File: src/design/rau_pkg.sv
// ----------------------------------------------------------------------------
// rau_pkg
// shared types and constants for the rational arithmetic unit
// ----------------------------------------------------------------------------
package rau_pkg;

  localparam int unsigned NUM_W = 33;
  localparam int unsigned DEN_W = 31;

  typedef enum logic [1:0] {
    OP_ADD = 2'd0,
    OP_SUB = 2'd1,
    OP_MUL = 2'd2,
    OP_DIV = 2'd3
  } op_t;

  typedef enum logic [3:0] {
    ST_IDLE,
    ST_MUL1,
    ST_MUL2,
    ST_MUL3,
    ST_EVAL,
    ST_GCD,
    ST_DIVN,
    ST_DIVD,
    ST_DONE
  } state_t;

endpackage

File: src/design/rau_divider.sv
// ----------------------------------------------------------------------------
// rau_divider
// restoring divider, one quotient bit per cycle, quotient and remainder
// ----------------------------------------------------------------------------
module rau_divider
  import rau_pkg::*;
#(
  parameter int unsigned W = 64
) (
  input  logic         clk,
  input  logic         rst_n,
  input  logic         start,
  input  logic [W-1:0] dividend,
  input  logic [W-1:0] divisor,
  output logic         done,
  output logic [W-1:0] quo,
  output logic [W-1:0] rem
);

  localparam int unsigned CW = $clog2(W + 1);

  logic [W-1:0]  q_r, q_nxt;
  logic [W-1:0]  r_r, r_nxt;
  logic [W-1:0]  d_r, d_nxt;
  logic [CW-1:0] cnt_r, cnt_nxt;
  logic          busy_r, busy_nxt;
  logic          done_r, done_nxt;
  logic [W:0]    trial;
  logic [W:0]    diff;

  // one shift-subtract step
  always_comb begin
    trial    = {r_r, q_r[W-1]};
    diff     = trial - {1'b0, d_r};
    q_nxt    = q_r;
    r_nxt    = r_r;
    d_nxt    = d_r;
    cnt_nxt  = cnt_r;
    busy_nxt = busy_r;
    done_nxt = 1'b0;
    if (start) begin
      q_nxt    = dividend;
      r_nxt    = '0;
      d_nxt    = divisor;
      cnt_nxt  = CW'(W);
      busy_nxt = 1'b1;
    end else if (busy_r) begin
      if (!diff[W]) begin
        r_nxt = diff[W-1:0];
        q_nxt = {q_r[W-2:0], 1'b1};
      end else begin
        r_nxt = trial[W-1:0];
        q_nxt = {q_r[W-2:0], 1'b0};
      end
      cnt_nxt = cnt_r - 1'b1;
      if (cnt_r == CW'(1)) begin
        busy_nxt = 1'b0;
        done_nxt = 1'b1;
      end
    end
  end

  always_ff @(posedge clk) begin
    q_r   <= q_nxt;
    r_r   <= r_nxt;
    d_r   <= d_nxt;
    cnt_r <= cnt_nxt;
    if (!rst_n) begin
      busy_r <= 1'b0;
      done_r <= 1'b0;
    end else begin
      busy_r <= busy_nxt;
      done_r <= done_nxt;
    end
  end

  assign done = done_r;
  assign quo  = q_r;
  assign rem  = r_r;

  // done pulses only at the end of a busy run
  a_done_after_busy: assert property (@(posedge clk) disable iff (!rst_n)
    done_r |-> $past(busy_r)) else $error("divider done without busy");
  a_no_busy_done: assert property (@(posedge clk) disable iff (!rst_n)
    done_r |-> !busy_r) else $error("divider busy and done together");
  a_start_busy: assert property (@(posedge clk) disable iff (!rst_n)
    start |=> busy_r) else $error("divider did not start");

endmodule

File: src/design/rational_arithmetic_unit_top.sv
// operation: when the numerator or raw denominator is zero the divider is
//   skipped, else k euclid remainder steps and two reduction divisions run
//   on one shared bit-serial divider; add/sub take a third product
// throughput: one item at a time; in_stall high until the result transfer,
//   the next transfer is taken in the cycle after it at the earliest
// reset: synchronous active-low rst_n returns the sequencer to idle
// ----------------------------------------------------------------------------
// rational_arithmetic_unit_top
// fraction add/sub/mul/div with gcd reduction over one shared divider
// ----------------------------------------------------------------------------
module rational_arithmetic_unit_top
  import rau_pkg::*;
#(
  parameter int unsigned OPERAND_WIDTH = 16
) (
  input  logic                     clk,
  input  logic                     rst_n,
  input  logic                     in_valid,
  output logic                     in_stall,
  input  logic [1:0]               in_op,
  input  logic signed [OPERAND_WIDTH-1:0] in_a_num,
  input  logic signed [OPERAND_WIDTH-1:0] in_a_den,
  input  logic signed [OPERAND_WIDTH-1:0] in_b_num,
  input  logic signed [OPERAND_WIDTH-1:0] in_b_den,
  output logic                     out_valid,
  input  logic                     out_stall,
  output logic signed [NUM_W-1:0]  out_res_num,
  output logic [DEN_W-1:0]         out_res_den,
  output logic                     out_zero_den_error
);

  localparam int unsigned PW = 2 * OPERAND_WIDTH;  // product width
  localparam int unsigned MW = PW + 1;             // magnitude width

  state_t state_r, state_nxt;

  logic [1:0] op_r;
  logic signed [OPERAND_WIDTH-1:0] an_r, ad_r, bn_r, bd_r;
  logic signed [PW-1:0] p1_r, p2_r, p3_r;
  logic signed [PW:0]   num_s;
  logic signed [PW-1:0] den_s;
  logic signed [PW:0]   den_x;
  logic [MW-1:0] num_mag, den_mag;
  logic [MW-1:0] un_r, ud_r, gy_r;
  logic          neg_r;
  logic          two_term;
  logic signed [NUM_W-1:0] rn_r;
  logic [DEN_W-1:0]        rd_r;
  logic                    err_r;
  logic                    dv_valid_r;
  logic [63:0]             q_wide;

  logic signed [OPERAND_WIDTH-1:0] mul_a, mul_b;
  logic signed [PW-1:0]            mul_p;

  logic          div_start;
  logic [MW-1:0] div_dnd, div_dsr, div_q, div_rem;
  logic          div_done;
  logic          in_fire, out_fire;

  assign in_fire  = in_valid && !in_stall;
  assign out_fire = out_valid && !out_stall;
  assign in_stall = (state_r != ST_IDLE) || dv_valid_r;
  assign two_term = (op_t'(op_r) == OP_ADD) || (op_t'(op_r) == OP_SUB);

  // single shared multiplier, operands picked by phase
  always_comb begin
    mul_a = ad_r;
    mul_b = bd_r;
    case (state_r)
      ST_MUL1: begin
        mul_a = an_r;
        mul_b = (op_t'(op_r) == OP_MUL) ? bn_r : bd_r;
      end
      ST_MUL2: begin
        mul_a = ad_r;
        mul_b = (op_t'(op_r) == OP_MUL) ? bd_r : bn_r;
      end
      default: ;  // third product: denominator of add/sub
    endcase
  end
  assign mul_p = mul_a * mul_b;

  // combine products into raw numerator and denominator, then magnitudes
  always_comb begin
    den_s = p2_r;
    case (op_t'(op_r))
      OP_ADD: begin
        num_s = {p1_r[PW-1], p1_r} + {p2_r[PW-1], p2_r};
        den_s = p3_r;
      end
      OP_SUB: begin
        num_s = {p1_r[PW-1], p1_r} - {p2_r[PW-1], p2_r};
        den_s = p3_r;
      end
      default: num_s = {p1_r[PW-1], p1_r};
    endcase
    den_x   = {den_s[PW-1], den_s};
    num_mag = num_s[PW] ? MW'(-num_s) : MW'(num_s);
    den_mag = den_x[PW] ? MW'(-den_x) : MW'(den_x);
  end

  assign q_wide = 64'(div_q);

  rau_divider #(.W(MW)) u_div (
    .clk      (clk),
    .rst_n    (rst_n),
    .start    (div_start),
    .dividend (div_dnd),
    .divisor  (div_dsr),
    .done     (div_done),
    .quo      (div_q),
    .rem      (div_rem)
  );

  // sequencer: next state
  always_comb begin
    state_nxt = state_r;
    case (state_r)
      ST_IDLE: if (in_fire) state_nxt = ST_MUL1;
      ST_MUL1: state_nxt = ST_MUL2;
      ST_MUL2: state_nxt = two_term ? ST_MUL3 : ST_EVAL;
      ST_MUL3: state_nxt = ST_EVAL;
      ST_EVAL: state_nxt = (den_s == '0 || num_s == '0) ? ST_DONE : ST_GCD;
      ST_GCD:  if (div_done && div_rem == '0) state_nxt = ST_DIVN;
      ST_DIVN: if (div_done) state_nxt = ST_DIVD;
      ST_DIVD: if (div_done) state_nxt = ST_DONE;
      ST_DONE: state_nxt = ST_IDLE;
      default: state_nxt = ST_IDLE;
    endcase
  end

  // sequencer: divider control
  always_comb begin
    div_start = 1'b0;
    div_dnd   = gy_r;
    div_dsr   = div_rem;
    case (state_r)
      ST_EVAL: begin
        div_start = (den_s != '0) && (num_s != '0);
        div_dnd   = num_mag;
        div_dsr   = den_mag;
      end
      ST_GCD: begin
        div_start = div_done;
        if (div_rem == '0) begin
          div_dnd = un_r;
          div_dsr = gy_r;
        end
      end
      ST_DIVN: begin
        div_start = div_done;
        div_dnd   = ud_r;
        div_dsr   = gy_r;
      end
      default: ;
    endcase
  end

  // datapath registers
  always_ff @(posedge clk) begin
    if (in_fire) begin
      op_r <= in_op;
      an_r <= in_a_num;
      ad_r <= in_a_den;
      bn_r <= in_b_num;
      bd_r <= in_b_den;
    end
    case (state_r)
      ST_MUL1: p1_r <= mul_p;
      ST_MUL2: p2_r <= mul_p;
      ST_MUL3: p3_r <= mul_p;
      ST_EVAL: begin
        un_r  <= num_mag;
        ud_r  <= den_mag;
        gy_r  <= den_mag;
        neg_r <= (num_s[PW] != den_s[PW-1]) && (num_s != '0);
        err_r <= (den_s == '0);
        rn_r  <= '0;
        rd_r  <= (den_s == '0) ? '0 : DEN_W'(1);
      end
      ST_GCD:  if (div_done && div_rem != '0) gy_r <= div_rem;
      ST_DIVN: if (div_done) rn_r <= neg_r ? NUM_W'(-q_wide) : NUM_W'(q_wide);
      ST_DIVD: if (div_done) rd_r <= DEN_W'(q_wide);
      default: ;
    endcase
  end

  always_ff @(posedge clk) begin
    if (!rst_n) begin
      state_r    <= ST_IDLE;
      dv_valid_r <= 1'b0;
    end else begin
      state_r <= state_nxt;
      if (state_r == ST_DONE) dv_valid_r <= 1'b1;
      else if (out_fire) dv_valid_r <= 1'b0;
    end
  end

  assign out_valid          = dv_valid_r;
  assign out_res_num        = rn_r;
  assign out_res_den        = rd_r;
  assign out_zero_den_error = err_r;

  a_idle_when_valid: assert property (@(posedge clk) disable iff (!rst_n)
    dv_valid_r |-> in_stall) else $error("input taken with result pending");
  a_err_zero: assert property (@(posedge clk) disable iff (!rst_n)
    (dv_valid_r && err_r) |-> (rn_r == '0 && rd_r == '0))
    else $error("error result not 0/0");
  a_den_nonzero: assert property (@(posedge clk) disable iff (!rst_n)
    (dv_valid_r && !err_r) |-> rd_r != '0) else $error("zero denominator");

endmodule

File: config.mk
export PLATFORM = sky130hd
export DESIGN_NAME = rational_arithmetic_unit_top
export DESIGN_NICKNAME = d
export VERILOG_FILES = /design/src/design/rau_pkg.sv /design/src/design/rau_divider.sv /design/src/design/rational_arithmetic_unit_top.sv
export SDC_FILE = /design/constraint.sdc
export NUM_CORES = 2
export LEC_CHECK = 0
export BUFFER_PORTS_ARGS = -buffer_cell sky130_fd_sc_hd__buf_2
export CAP_MARGIN = 20
export CELL_PAD_IN_SITES_DETAIL_PLACEMENT = 0
export CELL_PAD_IN_SITES_GLOBAL_PLACEMENT = 2
export CORE_MARGIN = 4
export CORE_UTILIZATION = 45
export DETAILED_ROUTE_END_ITERATION = 7
export PLACE_DENSITY_LB_ADDON = 0.1
export SYNTH_ARGS = -nofsm -noshare
export SYNTH_HDL_FRONTEND = slang
export SYNTH_SLANG_ARGS = --single-unit
File: constraint.sdc
create_clock -name clk -period 19.1 [get_ports clk]
set_input_delay 1.91 -clock clk [delete_from_list [all_inputs] [get_ports clk]]
set_output_delay 1.91 -clock clk [all_outputs]
set_load 0.005 [all_outputs]
==> flow_metrics.env <==
export IMPL_run_status="finished, violations left"
export IMPL_violations_in_the_final_reports="DRC"
export IMPL_synth_seq_cells=439
export IMPL_post_route_drc_count=10
export IMPL_finalHoldViolations=0
export IMPL_antenna_found_initial=2
export IMPL_fp_dieArea_um2=80100
export IMPL_critical_path_buffers_and_inverters=7
export IMPL_postCtsHoldBufs=0
export IMPL_first_global_vias=25998
export IMPL_cp_data_required_time_ns=19.43
export IMPL_global_route_overflow_total=0
export IMPL_worst_setup_hold_path_clk_slew_ns=0.06
export IMPL_floorplan_die_height_um=283
export IMPL_drtIter0Drc=1856
export IMPL_ys_types=90
export IMPL_place_port_buffers=136
export IMPL_wire_length_per_cell_after_detailed_routing_um=22.6
export IMPL_dpl_worst_slack_ns=9.30
export IMPL_design_core_area_um2=74700
export IMPL_post_synth_instance_area_um2=34000
export IMPL_num_rows=100
export IMPL_antenna_violating_nets_post_route=0
export IMPL_critical_path_max_fanout=33
export IMPL_dp_final_hpwl_um=79300
export IMPL_ctsHtreeMaxLevel=2
export IMPL_grt_pass1_wl_um=157000
export IMPL_count_of_clock_tree_sinks=439
export IMPL_timing_worst_slew_pin_value_ns=1.12
export IMPL_clk_path_buf_depth=3
export IMPL_timing_fmax_mhz=103
export IMPL_timing_final_crit_share_pct=51.0
export IMPL_ys_warn_count=0
export IMPL_number_of_top_level_design_ports=137
export IMPL_drive_above_1_share_pct=10.6
export IMPL_slew_headroom_pct=23.1
export IMPL_syn_instance_count=3353
export IMPL_finalWeightedCongestion=0.903
export IMPL_synth_edf_count=393
export IMPL_synth_top_cells_by_count="sky130_fd_sc_hd__inv_1 (434), sky130_fd_sc_hd__edfxtp_1 (393), sky130_fd_sc_hd__nor2_1 (328)"
export IMPL_finalWorstSetupSlack_ns=9.35
export IMPL_critical_path_class="reg2reg"
export IMPL_holdCritPathClass="reg2reg"
export IMPL_postCtsSetupBuffers=0
export IMPL_design_final_nets=3942
export IMPL_post_cts_repair_resize_count=0
export IMPL_ff_latch_area_um2=12700
export IMPL_multi_input_comb_area_um2=19300
export IMPL_area_delta_synth_final_pct=10.9
export IMPL_clock_insertion_delay_worst_skew_ns=0.64
export IMPL_critical_path_top_delay_family="adder cells"
export IMPL_cts_root_buffer_cell="sky130_fd_sc_hd__clkbuf_16"
export IMPL_ff2ff_setup_slack_ns=9.35
export IMPL_worstPathArrival_ns=10.08
export IMPL_post_synth_top_count_cell="sky130_fd_sc_hd__inv_1"
export IMPL_tritoncts="done"
export IMPL_pin_count_of_the_biggest_net_entering_global_routing=95
export IMPL_timing_final_max_slew_violations=0
export IMPL_start_util_pct=45.6
export IMPL_synth_seq_area_share_pct=37.4
export IMPL_maxCapViolCount=0
export IMPL_setup_viol=0
export IMPL_asyncSetResetFlopFracSynth_pct=0
export IMPL_endpoint_kind="register"
export IMPL_yosys_area_top_type_share_pct=34.7
export IMPL_detail_route_wirelength_um=101000
export IMPL_die_width_um=283
export IMPL_filler_cell_count=6825
export IMPL_detailedRoute_firstPassIterationCount=8
export IMPL_rsz0062_at_grt="no"
export IMPL_critical_path_slowest_cell="sky130_fd_sc_hd__mux2i_2"
export IMPL_library_cell_occupying_the_most_area_in_the_post_synthesis_netlist="sky130_fd_sc_hd__edfxtp_1"
export IMPL_period_minus_slack_ns=9.75
export IMPL_vias_per_cell=5.63
export IMPL_synthesis_area_per_instance_um2=10.1
export IMPL_routed_via_count=25163
export IMPL_netlist_top_cells_area="sky130_fd_sc_hd__edfxtp_1 (35%), sky130_fd_sc_hd__fa_1 (16%), sky130_fd_sc_hd__ha_1 (5.6%)"
export IMPL_mappedNetlistNets=3840
export IMPL_final_setup_skew_ns=0.0426
export IMPL_startpoint_types="register"
export IMPL_grt_usage_pct=25.1
export IMPL_cts_buffers=52
export IMPL_fin_setup_tns_ns=0
export IMPL_flip_flop_cell_with_the_highest_count_after_synthesis="sky130_fd_sc_hd__edfxtp_1"
export IMPL_slowest_delay_ns=0.88
-- worst register-to-register path, delay by kind of cell, from the launching register on --
family	cells	cell delay [ns]
fa+ha+maj	7	3.10
compound gates	5	1.98
simple gates	8	1.34
buf+inv	7	1.08
mux	2	1.05
flops	1	0.77
xor+xnor	1	0.12
-- routing by layer --
layer | share of wire (%) | track usage (%) | routed length, µm
met1 | 42 | 32.3 | 42300
met2 | 50 | 45.0 | 51000
met3 | 5.1 | 3.38 | 5160
met4 | 2.5 | 6.42 | 2550
met5 | 0 | 0 | 0
-- sequential cells by signal (all words and copies together), names as in the netlist, 16 cells and up --
name / cells
ud_r: 33
p2_r: 32
out_res_den: 31
u_div.quo: 33
ad_r: 16
u_div.rem: 33
p3_r: 32
out_res_num: 33
p1_r: 32
bn_r: 16
gy_r: 33
an_r: 16
bd_r: 16
un_r: 33
u_div.d_r: 33
-- cell usage in the layout, fill, tap and decap left out, types with 16 or more instances in the layout --
master / Yosys / routed
sky130_fd_sc_hd__a21oi_1: 173 / 171
sky130_fd_sc_hd__fa_1: 264 / 264
sky130_fd_sc_hd__inv_1: 434 / 434
sky130_fd_sc_hd__o211ai_1: 16 / 16
sky130_fd_sc_hd__a22oi_1: 27 / 27
sky130_fd_sc_hd__or3_1: 18 / 18
sky130_fd_sc_hd__edfxtp_1: 393 / 393
sky130_fd_sc_hd__xnor2_1: 109 / 108
sky130_fd_sc_hd__buf_2: 13 / 136
sky130_fd_sc_hd__ha_1: 153 / 153
sky130_fd_sc_hd__mux2_2: 55 / 55
sky130_fd_sc_hd__nor4_1: 25 / 25
sky130_fd_sc_hd__a211oi_1: 38 / 38
sky130_fd_sc_hd__mux2i_1: 102 / 99
sky130_fd_sc_hd__o31ai_1: 26 / 25
sky130_fd_sc_hd__nand2_1: 290 / 290
sky130_fd_sc_hd__clkbuf_16: 0 / 52
sky130_fd_sc_hd__buf_4: 1 / 44
sky130_fd_sc_hd__o21ai_0: 138 / 137
sky130_fd_sc_hd__nor3_1: 50 / 46
sky130_fd_sc_hd__and2_1: 38 / 38
sky130_fd_sc_hd__o21a_1: 22 / 22
sky130_fd_sc_hd__nand4_1: 20 / 20
sky130_fd_sc_hd__nand2b_1: 33 / 33
sky130_fd_sc_hd__nor2b_1: 20 / 20
sky130_fd_sc_hd__xor2_1: 96 / 94
sky130_fd_sc_hd__a31oi_1: 23 / 23
sky130_fd_sc_hd__nor2_1: 328 / 325
sky130_fd_sc_hd__a21o_1: 46 / 46
sky130_fd_sc_hd__a222oi_1: 30 / 30
sky130_fd_sc_hd__nand3_1: 35 / 35
sky130_fd_sc_hd__dfxtp_1: 46 / 45
-- cell type report --
| class | count | area share [%] |
|---|---|---|
| Antenna cell | 1 | 0.00663 |
| Clock buffer | 65 | 3.63 |
| Clock inverter | 33 | 1.11 |
| Inverter | 436 | 4.34 |
| Multi-Input combinational cell | 2343 | 51.1 |
| Sequential cell | 439 | 33.7 |
| Tap cell | 969 | 3.21 |
| Timing Repair Buffer | 183 | 2.83 |
-- path summary, 6_finish.rpt --
| path | startpoint | to | depth (start not counted) |
|---|---|---|---|
| worst max-delay path | state_r[1] | p3_r[31] | 30 |
| worst min-delay path | u_div.cnt_r[1] | u_div.cnt_r[1] | 2 |
| worst max register to register | state_r[1] | p3_r[31] | 30 |
| worst min register to register | u_div.cnt_r[1] | u_div.cnt_r[1] | 2 |
-- stage by stage --
stage	instances	cell area [µm²]	utilization [%]	hold slack, ns
floorplan	3353	34000	-	0.469
global placement	4364	35800	48.0	0.480
detailed placement	4367	35900	48.0	0.493
CTS	4465	37700	50.4	0.499
global route	4468	37700	50.5	0.535
finish	4469	37700	50.5	0.510
-- cell families (layout without fill, tap and decap cells) --
| family | after synthesis | in the layout | share of synthesized area, % |
|---|---|---|---|
| buffers and inverters | 571 | 717 | 6.42 |
| flip-flops | 439 | 439 | 37.4 |
| AND/OR/NAND/NOR | 923 | 923 | 12.3 |
| multiplexers | 162 | 162 | 4.99 |
| AO/OA/AOI/OAI | 635 | 635 | 12.4 |
| adder cells (fa/ha/maj) | 417 | 417 | 21.2 |
| XOR/XNOR | 205 | 205 | 5.28 |
| other | 1 | 2 | 0.0110 |
Power is not shown: default switching activity piles up to over one toggle a cycle in this logic, so the estimate is an artifact.
